--- src/sv/tmwf_pkg.sv ---
// Shared constants and types for the trimmed-mean window filter.
package tmwf_pkg;

  localparam int unsigned WINDOW_LEN = 8;
  localparam int unsigned SAMPLE_W   = 24;
  localparam int unsigned IDX_W      = $clog2(WINDOW_LEN);
  localparam int unsigned CNT_W      = $clog2(WINDOW_LEN + 1);
  localparam int unsigned SUM_W      = SAMPLE_W + IDX_W + 1;
  localparam int unsigned DCNT_W     = $clog2(SUM_W);

  typedef enum logic [2:0] {
    ST_IDLE,
    ST_SCAN,
    ST_PREP,
    ST_DIV,
    ST_DONE
  } state_e;

endpackage

--- src/sv/trimmed_mean_window_filter_top.sv ---
// Trimmed-mean sliding window filter: window memory, scan, divider and output register.
// An accepted word is handled in turn by the memory scan over the n stored samples
// (WINDOW_LEN once full), one entry per cycle, a prep step and the restoring divider,
// one quotient bit per cycle; the result then waits for the output register. The block
// takes a new word only when idle, so in_ready stays low until the result is registered.
// Reset clears the write position, the full flag, the controller and the output valid flag;
// the window memory is not cleared and is only read at entries already written.
module trimmed_mean_window_filter_top
  import tmwf_pkg::*;
(
  input  logic                       clk_i,
  input  logic                       rst_ni,
  input  logic                       in_valid_i,
  output logic                       in_ready_o,
  input  logic signed [SAMPLE_W-1:0] sample_i,
  output logic                       out_valid_o,
  input  logic                       out_ready_i,
  output logic signed [SAMPLE_W-1:0] filtered_o,
  output logic                       trimmed_o
);

  // Window memory: one write port, one registered read port.
  logic signed [SAMPLE_W-1:0] mem [WINDOW_LEN];
  logic signed [SAMPLE_W-1:0] rd_data_q;
  logic                       rd_en;
  logic [IDX_W-1:0]           rd_addr;
  logic                       wr_en;

  // Control state.
  state_e            state_q, state_d;
  logic [IDX_W-1:0]  wpos_q, wpos_d;
  logic              full_q, full_d;
  logic [CNT_W-1:0]  idx_q, idx_d;
  logic [CNT_W-1:0]  n_q, n_d;
  logic              trim_q, trim_d;
  logic [DCNT_W-1:0] dcnt_q, dcnt_d;
  logic              out_valid_q, out_valid_d;

  // Datapath state.
  logic signed [SUM_W-1:0]    sum_q, sum_d;
  logic signed [SAMPLE_W-1:0] lo_q, lo_d, hi_q, hi_d;
  logic [SUM_W-1:0]           quo_q, quo_d;
  logic [CNT_W-1:0]           rem_q, rem_d;
  logic [CNT_W-1:0]           div_q, div_d;
  logic                       neg_q, neg_d;
  logic signed [SAMPLE_W-1:0] filt_q, filt_d;
  logic                       trimmed_q, trimmed_d;

  // Helper values.
  logic                       in_fire;
  logic                       wrap;
  logic signed [SUM_W-1:0]    rd_ext, lo_ext, hi_ext, dividend;
  logic [CNT_W:0]             rem_sh;
  logic [SUM_W-1:0]           quo_signed;

  assign in_ready_o  = (state_q == ST_IDLE);
  assign in_fire     = in_valid_i && in_ready_o;
  assign wrap        = (wpos_q == IDX_W'(WINDOW_LEN - 1));
  assign wr_en       = in_fire;
  assign rd_en       = (state_q == ST_SCAN) && (idx_q != n_q);
  assign rd_addr     = idx_q[IDX_W-1:0];
  assign out_valid_o = out_valid_q;
  assign filtered_o  = filt_q;
  assign trimmed_o   = trimmed_q;

  assign rd_ext   = {{(SUM_W-SAMPLE_W){rd_data_q[SAMPLE_W-1]}}, rd_data_q};
  assign lo_ext   = {{(SUM_W-SAMPLE_W){lo_q[SAMPLE_W-1]}}, lo_q};
  assign hi_ext   = {{(SUM_W-SAMPLE_W){hi_q[SAMPLE_W-1]}}, hi_q};
  assign dividend = trim_q ? (sum_q - lo_ext - hi_ext) : sum_q;

  // One restoring division step: the remainder always stays below the divisor.
  assign rem_sh     = {rem_q, quo_q[SUM_W-1]};
  assign quo_signed = neg_q ? (~quo_q + SUM_W'(1)) : quo_q;

  always_ff @(posedge clk_i) begin
    if (wr_en) begin
      mem[wpos_q] <= sample_i;
    end
    if (rd_en) begin
      rd_data_q <= mem[rd_addr];
    end
  end

  always_comb begin
    state_d     = state_q;
    wpos_d      = wpos_q;
    full_d      = full_q;
    idx_d       = idx_q;
    n_d         = n_q;
    trim_d      = trim_q;
    dcnt_d      = dcnt_q;
    out_valid_d = out_valid_q && !out_ready_i;
    sum_d       = sum_q;
    lo_d        = lo_q;
    hi_d        = hi_q;
    quo_d       = quo_q;
    rem_d       = rem_q;
    div_d       = div_q;
    neg_d       = neg_q;
    filt_d      = filt_q;
    trimmed_d   = trimmed_q;

    unique case (state_q)
      ST_IDLE: begin
        if (in_fire) begin
          // The sample lands in memory at this edge; the scan starts next cycle.
          wpos_d  = wrap ? '0 : (wpos_q + IDX_W'(1));
          full_d  = full_q || wrap;
          trim_d  = full_q || wrap;
          n_d     = (full_q || wrap) ? CNT_W'(WINDOW_LEN) : (CNT_W'(wpos_q) + CNT_W'(1));
          idx_d   = '0;
          sum_d   = '0;
          state_d = ST_SCAN;
        end
      end
      ST_SCAN: begin
        // Data read in the previous cycle belongs to entry idx_q - 1.
        if (idx_q != '0) begin
          sum_d = sum_q + rd_ext;
          if (idx_q == CNT_W'(1)) begin
            lo_d = rd_data_q;
            hi_d = rd_data_q;
          end else begin
            if (rd_data_q < lo_q) lo_d = rd_data_q;
            if (rd_data_q > hi_q) hi_d = rd_data_q;
          end
        end
        if (idx_q == n_q) begin
          state_d = ST_PREP;
        end else begin
          idx_d = idx_q + CNT_W'(1);
        end
      end
      ST_PREP: begin
        // Divide magnitudes and restore the sign afterwards: truncation toward zero.
        neg_d   = dividend[SUM_W-1];
        quo_d   = dividend[SUM_W-1] ? (~dividend + SUM_W'(1)) : dividend;
        rem_d   = '0;
        div_d   = trim_q ? CNT_W'(WINDOW_LEN - 2) : n_q;
        dcnt_d  = DCNT_W'(SUM_W - 1);
        state_d = ST_DIV;
      end
      ST_DIV: begin
        if (rem_sh >= {1'b0, div_q}) begin
          rem_d = CNT_W'(rem_sh - {1'b0, div_q});
          quo_d = {quo_q[SUM_W-2:0], 1'b1};
        end else begin
          rem_d = rem_sh[CNT_W-1:0];
          quo_d = {quo_q[SUM_W-2:0], 1'b0};
        end
        if (dcnt_q == '0) begin
          state_d = ST_DONE;
        end else begin
          dcnt_d = dcnt_q - DCNT_W'(1);
        end
      end
      ST_DONE: begin
        // Hold the result until the output register is free.
        if (!out_valid_q || out_ready_i) begin
          filt_d      = quo_signed[SAMPLE_W-1:0];
          trimmed_d   = trim_q;
          out_valid_d = 1'b1;
          state_d     = ST_IDLE;
        end
      end
      default: begin
        state_d = ST_IDLE;
      end
    endcase
  end

  always_ff @(posedge clk_i or negedge rst_ni) begin
    if (!rst_ni) begin
      state_q     <= ST_IDLE;
      wpos_q      <= '0;
      full_q      <= 1'b0;
      idx_q       <= '0;
      n_q         <= '0;
      trim_q      <= 1'b0;
      dcnt_q      <= '0;
      out_valid_q <= 1'b0;
    end else begin
      state_q     <= state_d;
      wpos_q      <= wpos_d;
      full_q      <= full_d;
      idx_q       <= idx_d;
      n_q         <= n_d;
      trim_q      <= trim_d;
      dcnt_q      <= dcnt_d;
      out_valid_q <= out_valid_d;
    end
  end

  always_ff @(posedge clk_i) begin
    sum_q     <= sum_d;
    lo_q      <= lo_d;
    hi_q      <= hi_d;
    quo_q     <= quo_d;
    rem_q     <= rem_d;
    div_q     <= div_d;
    neg_q     <= neg_d;
    filt_q    <= filt_d;
    trimmed_q <= trimmed_d;
  end

`ifndef NO_ASSERTIONS
  // Once the window has filled it stays full.
  a_full_sticky: assert property (@(posedge clk_i) disable iff (!rst_ni)
    full_q |=> full_q)
    else $error("window full flag dropped");

  // The divider never runs with a zero divisor.
  a_div_nonzero: assert property (@(posedge clk_i) disable iff (!rst_ni)
    (state_q == ST_DIV) |-> (div_q != '0))
    else $error("divider started with zero divisor");

  // A partial window scans exactly the entries written so far.
  a_partial_count: assert property (@(posedge clk_i) disable iff (!rst_ni)
    ((state_q == ST_SCAN) && !trim_q) |-> (n_q == CNT_W'(wpos_q)))
    else $error("partial window count does not match write position");

  // A finished result waits while the previous word is still unclaimed.
  a_done_holds: assert property (@(posedge clk_i) disable iff (!rst_ni)
    ((state_q == ST_DONE) && out_valid_q && !out_ready_i) |=> (state_q == ST_DONE))
    else $error("result overwrote a pending output word");
`endif

endmodule

--- config.mk ---
export PLATFORM = sky130hd
export DESIGN_NAME = trimmed_mean_window_filter_top
export DESIGN_NICKNAME = d
export VERILOG_FILES = /design/src/sv/tmwf_pkg.sv /design/src/sv/trimmed_mean_window_filter_top.sv
export SDC_FILE = /design/constraint.sdc
export NUM_CORES = 1
export LEC_CHECK = 0
export ABC_AREA = 0
export BUFFER_PORTS_ARGS = -buffer_cell sky130_fd_sc_hd__buf_2
export CORE_UTILIZATION = 50
export CTS_BUF_LIST = sky130_fd_sc_hd__clkbuf_16
export DETAILED_ROUTE_END_ITERATION = 8
export GPL_ROUTABILITY_DRIVEN = 0
export PLACE_DENSITY = 0.77
export REMOVE_ABC_BUFFERS = 1
export SLEW_MARGIN = 20
export SYNTH_ARGS = -nofsm -noshare
export SYNTH_HDL_FRONTEND = slang
export SYNTH_SLANG_ARGS = --single-unit
export TNS_END_PERCENT = 100
--- constraint.sdc ---
create_clock -name clk_i -period 10.5 [get_ports clk_i]
set_input_delay 1.05 -clock clk_i [delete_from_list [all_inputs] [get_ports clk_i]]
set_output_delay 1.05 -clock clk_i [all_outputs]
set_load 0.03 [all_outputs]
==> summary.md <==
| Metric | Value |
|---|---|
| Setup Buffers After CTS | 0 |
| Worst skew pair latency | between 0.5 and 0.6 ns |
| Min-delay worst type | input pin to async pin |
| Synth async-reset ratio | approximately 5.6% |
| Nets@finish | about 1700 |
| Total Neg Setup Slack | 0 ns |
| Worst EP arrival | between 4 and 5 ns |
| First-pass GRT wire length | ~66000 um |
| Synth cell types | 84 |
| Die width | a little over 200 um |
| CTS tree | built |
| Slew HR | just under 30% |
| Num CTS Buffers | 39 |
| Final setup viols | 0 |
| Max Clk Rate | around 0.23 GHz |
| Drt drc | 0 |
| Crit. End Element | register |
| Leading cell type in the layout, fill and taps excluded | edfxtp_1 |
| Post-synth EDFFs | 354 |
| Setup CP Type | register to register |
| Starting DRT DRC Count | about 710 |
| IO buf count | 54 |
| HPWL reported at the end of detailed placement | roughly 28000 um |
| Synth Cell Area | 19900 um^2 |
| Starting density of the core | between 50% and 60% |
| WL/cell | 19.1 um |
| IO Pins | between 50 and 60 |
| Share of cells above drive strength 1 | between 15 and 20% |
| Vias | between 10000 and 15000 |
| Max-cap violations | 0 |
| Cts hold-fix bufs | 0 |
| Mean area per synthesized cell | about 13 um^2 |
| Clk slew on worst S/H paths | roughly 0.06 ns |
| Crit-path max FO | 15 |
| 1st-pass router iterations | 5 |
| CTS root buf | clkbuf_16 |
| Die area | 40600 um^2 |
| Row Count | 72 |
| Status | completed |
| RSZ-0062 raised after global routing | no |
| Final WL | approximately 40000 um |
| Initial antenna violation count | 0 |
| Core area | between 30000 and 40000 um^2 |
| Clock Tree Buf Depth | 3 |
| Required @ worst endpoint | 10.78 ns |
| Most frequent cells in the layout | edfxtp_1 (354), ha_1 (117), nand2_1 (104) |
| CTS Sinks | about 380 |
| Area delta synth->final | 10.6% |
| Largest net degree at the start of global routing | 54 |
| WHS | 0.459 ns |
| ANT cells | 0 |
| Seq/Total Area, Yosys | between 50% and 60% |
| Hold Fails Final Rpt | 0 |
| Least-Margin Pin Slew | between 1 and 1.5 ns |
| Vias in the first global route | 12400 |
| Crit path launch type | register |
| Yosys Warn Count | 0 |
| Fin util | a little under three fifths |
| Final Max Slew Viols | 0 |
| Main synth FF type | edfxtp_1 |
| Grt ovf | 0 |
| Die Ht | 201 um |
| Via/cell ratio | approximately 5.8 |
| Flops & latches, synth | 375 |
| GRT Total Usage | between 20% and 30% |
| Filler cell count | ~3100 |
| Final min period | between 4 and 5 ns |
| Post-CTS sizing | 0 |
| Routed Antenna Nets | 0 |
| Clock skew | ~0.014 ns |
| H-Tree Depth | 2 |
| Post-Synthesis Cells | about 1500 |
| Final Cycle Share | 42.0% |
## final timing paths
check	from	cells past startpoint	slack, ns	endpoint
hold reg to reg	trim_q	2	0.48	trim_q
min in group clk_i	trim_q	2	0.48	trim_q
max in group asynchronous	rst_ni	1	9.67	idx_q[0]
hold / removal	rst_ni	1	0.46	dcnt_q[4]
setup reg to reg	sum_q[6]	14	6.09	quo_q[17]
setup / recovery	sum_q[6]	14	6.09	quo_q[17]
## synthesized netlist by cell type, types with 8 or more instances
| cell type | count | share of area (%) |
|---|---|---|
| nand4_1 | 20 | 0.63 |
| fa_1 | 29 | 2.9 |
| nor2_1 | 81 | 1.5 |
| mux2i_1 | 9 | 0.45 |
| xor2_1 | 35 | 1.5 |
| mux2_2 | 29 | 1.6 |
| xnor2_1 | 50 | 2.2 |
| o21a_1 | 16 | 0.60 |
| nor3_1 | 23 | 0.58 |
| dfrtp_1 | 21 | 2.6 |
| o31ai_1 | 13 | 0.49 |
| nand2_1 | 104 | 2.0 |
| buf_1 | 9 | 0.17 |
| nor2b_1 | 27 | 0.85 |
| or3_1 | 8 | 0.25 |
| o21ai_0 | 73 | 1.8 |
| a21o_1 | 34 | 1.3 |
| edfxtp_1 | 354 | 53 |
| nand2b_1 | 22 | 0.69 |
| nand3_1 | 20 | 0.50 |
| and3_1 | 9 | 0.28 |
| o21ai_1 | 12 | 0.30 |
| mux4_2 | 48 | 5.4 |
| ha_1 | 117 | 7.4 |
| a211oi_1 | 8 | 0.30 |
| inv_1 | 91 | 1.7 |
| clkbuf_1 | 35 | 0.66 |
| a31oi_1 | 18 | 0.57 |
| a21oi_1 | 74 | 1.9 |
| and2_1 | 8 | 0.25 |
## cells by family after synthesis
group,Yosys count,share of synthesized area [%]
buffers and inverters,141,2.74
AO/OA/AOI/OAI,317,10.8
XOR/XNOR,86,3.82
adder cells (fa/ha/maj),146,10.3
flip-flops,375,56.1
AND/OR/NAND/NOR,353,8.80
multiplexers,86,7.53
## registers in the layout, summed over array words and instances (netlist names)
register     cells
trimmed_o        1
idx_q            4
neg_q            1
quo_q           28
sum_q           28
trim_q           1
mem            192
n_q              4
rem_q            4
lo_q            24
div_q            4
wpos_q           3
filtered_o      24
hi_q            24
out_valid_o      1
state_q          3
rd_data_q       24
dcnt_q           5
## routing by layer
metal  GRT usage [%]  routed length, um  vias up
met2            34.3              19500      307
met3            3.08               2080       68
li1                -                  -     5796
met5               0                  0        -
met1            27.5              17800     5965
met4            6.47                923        0
## metrics by stage
step / setup WS [ns] / instance area, um^2 / cells
2_1_floorplan: 5.61 / 19700 / 1455
3_3_place_gp: 6.29 / 20800 / 2039
3_5_place_dp: 6.13 / 20800 / 2039
4_1_cts: 6.06 / 22000 / 2109
5_1_grt: 5.81 / 22000 / 2109
6_report: 6.09 / 22000 / 2109
## worst max-delay path, stage by stage, from the launching register on
cell      delay (ns)
edfxtp_1        0.47
fa_1            0.51
ha_1            0.39
nand2_1         0.19
a211oi_2        0.27
o21ai_1         0.18
a211oi_2        0.33
o21ai_1         0.16
o21ai_1         0.18
mux2i_1         0.13
xnor2_2         0.54
inv_2           0.27
o31ai_1         0.18
xor2_1          0.23
o21ai_0         0.11
## layout make-up
class                      instances  area [um^2]  share of cell area, %
timing repair buffer              66          360                   1.64
multi-input combinational        988         8280                   37.7
clock inverter                    31          226                   1.03
clock buffer                      39          976                   4.44
sequential                       375        11200                   50.7
tap                              518          648                   2.95
inverter                          92          345                   1.57
Power is left out: the tool's default activity adds up to more than one toggle a clock period on the data nets, which glitch-free logic cannot reach.
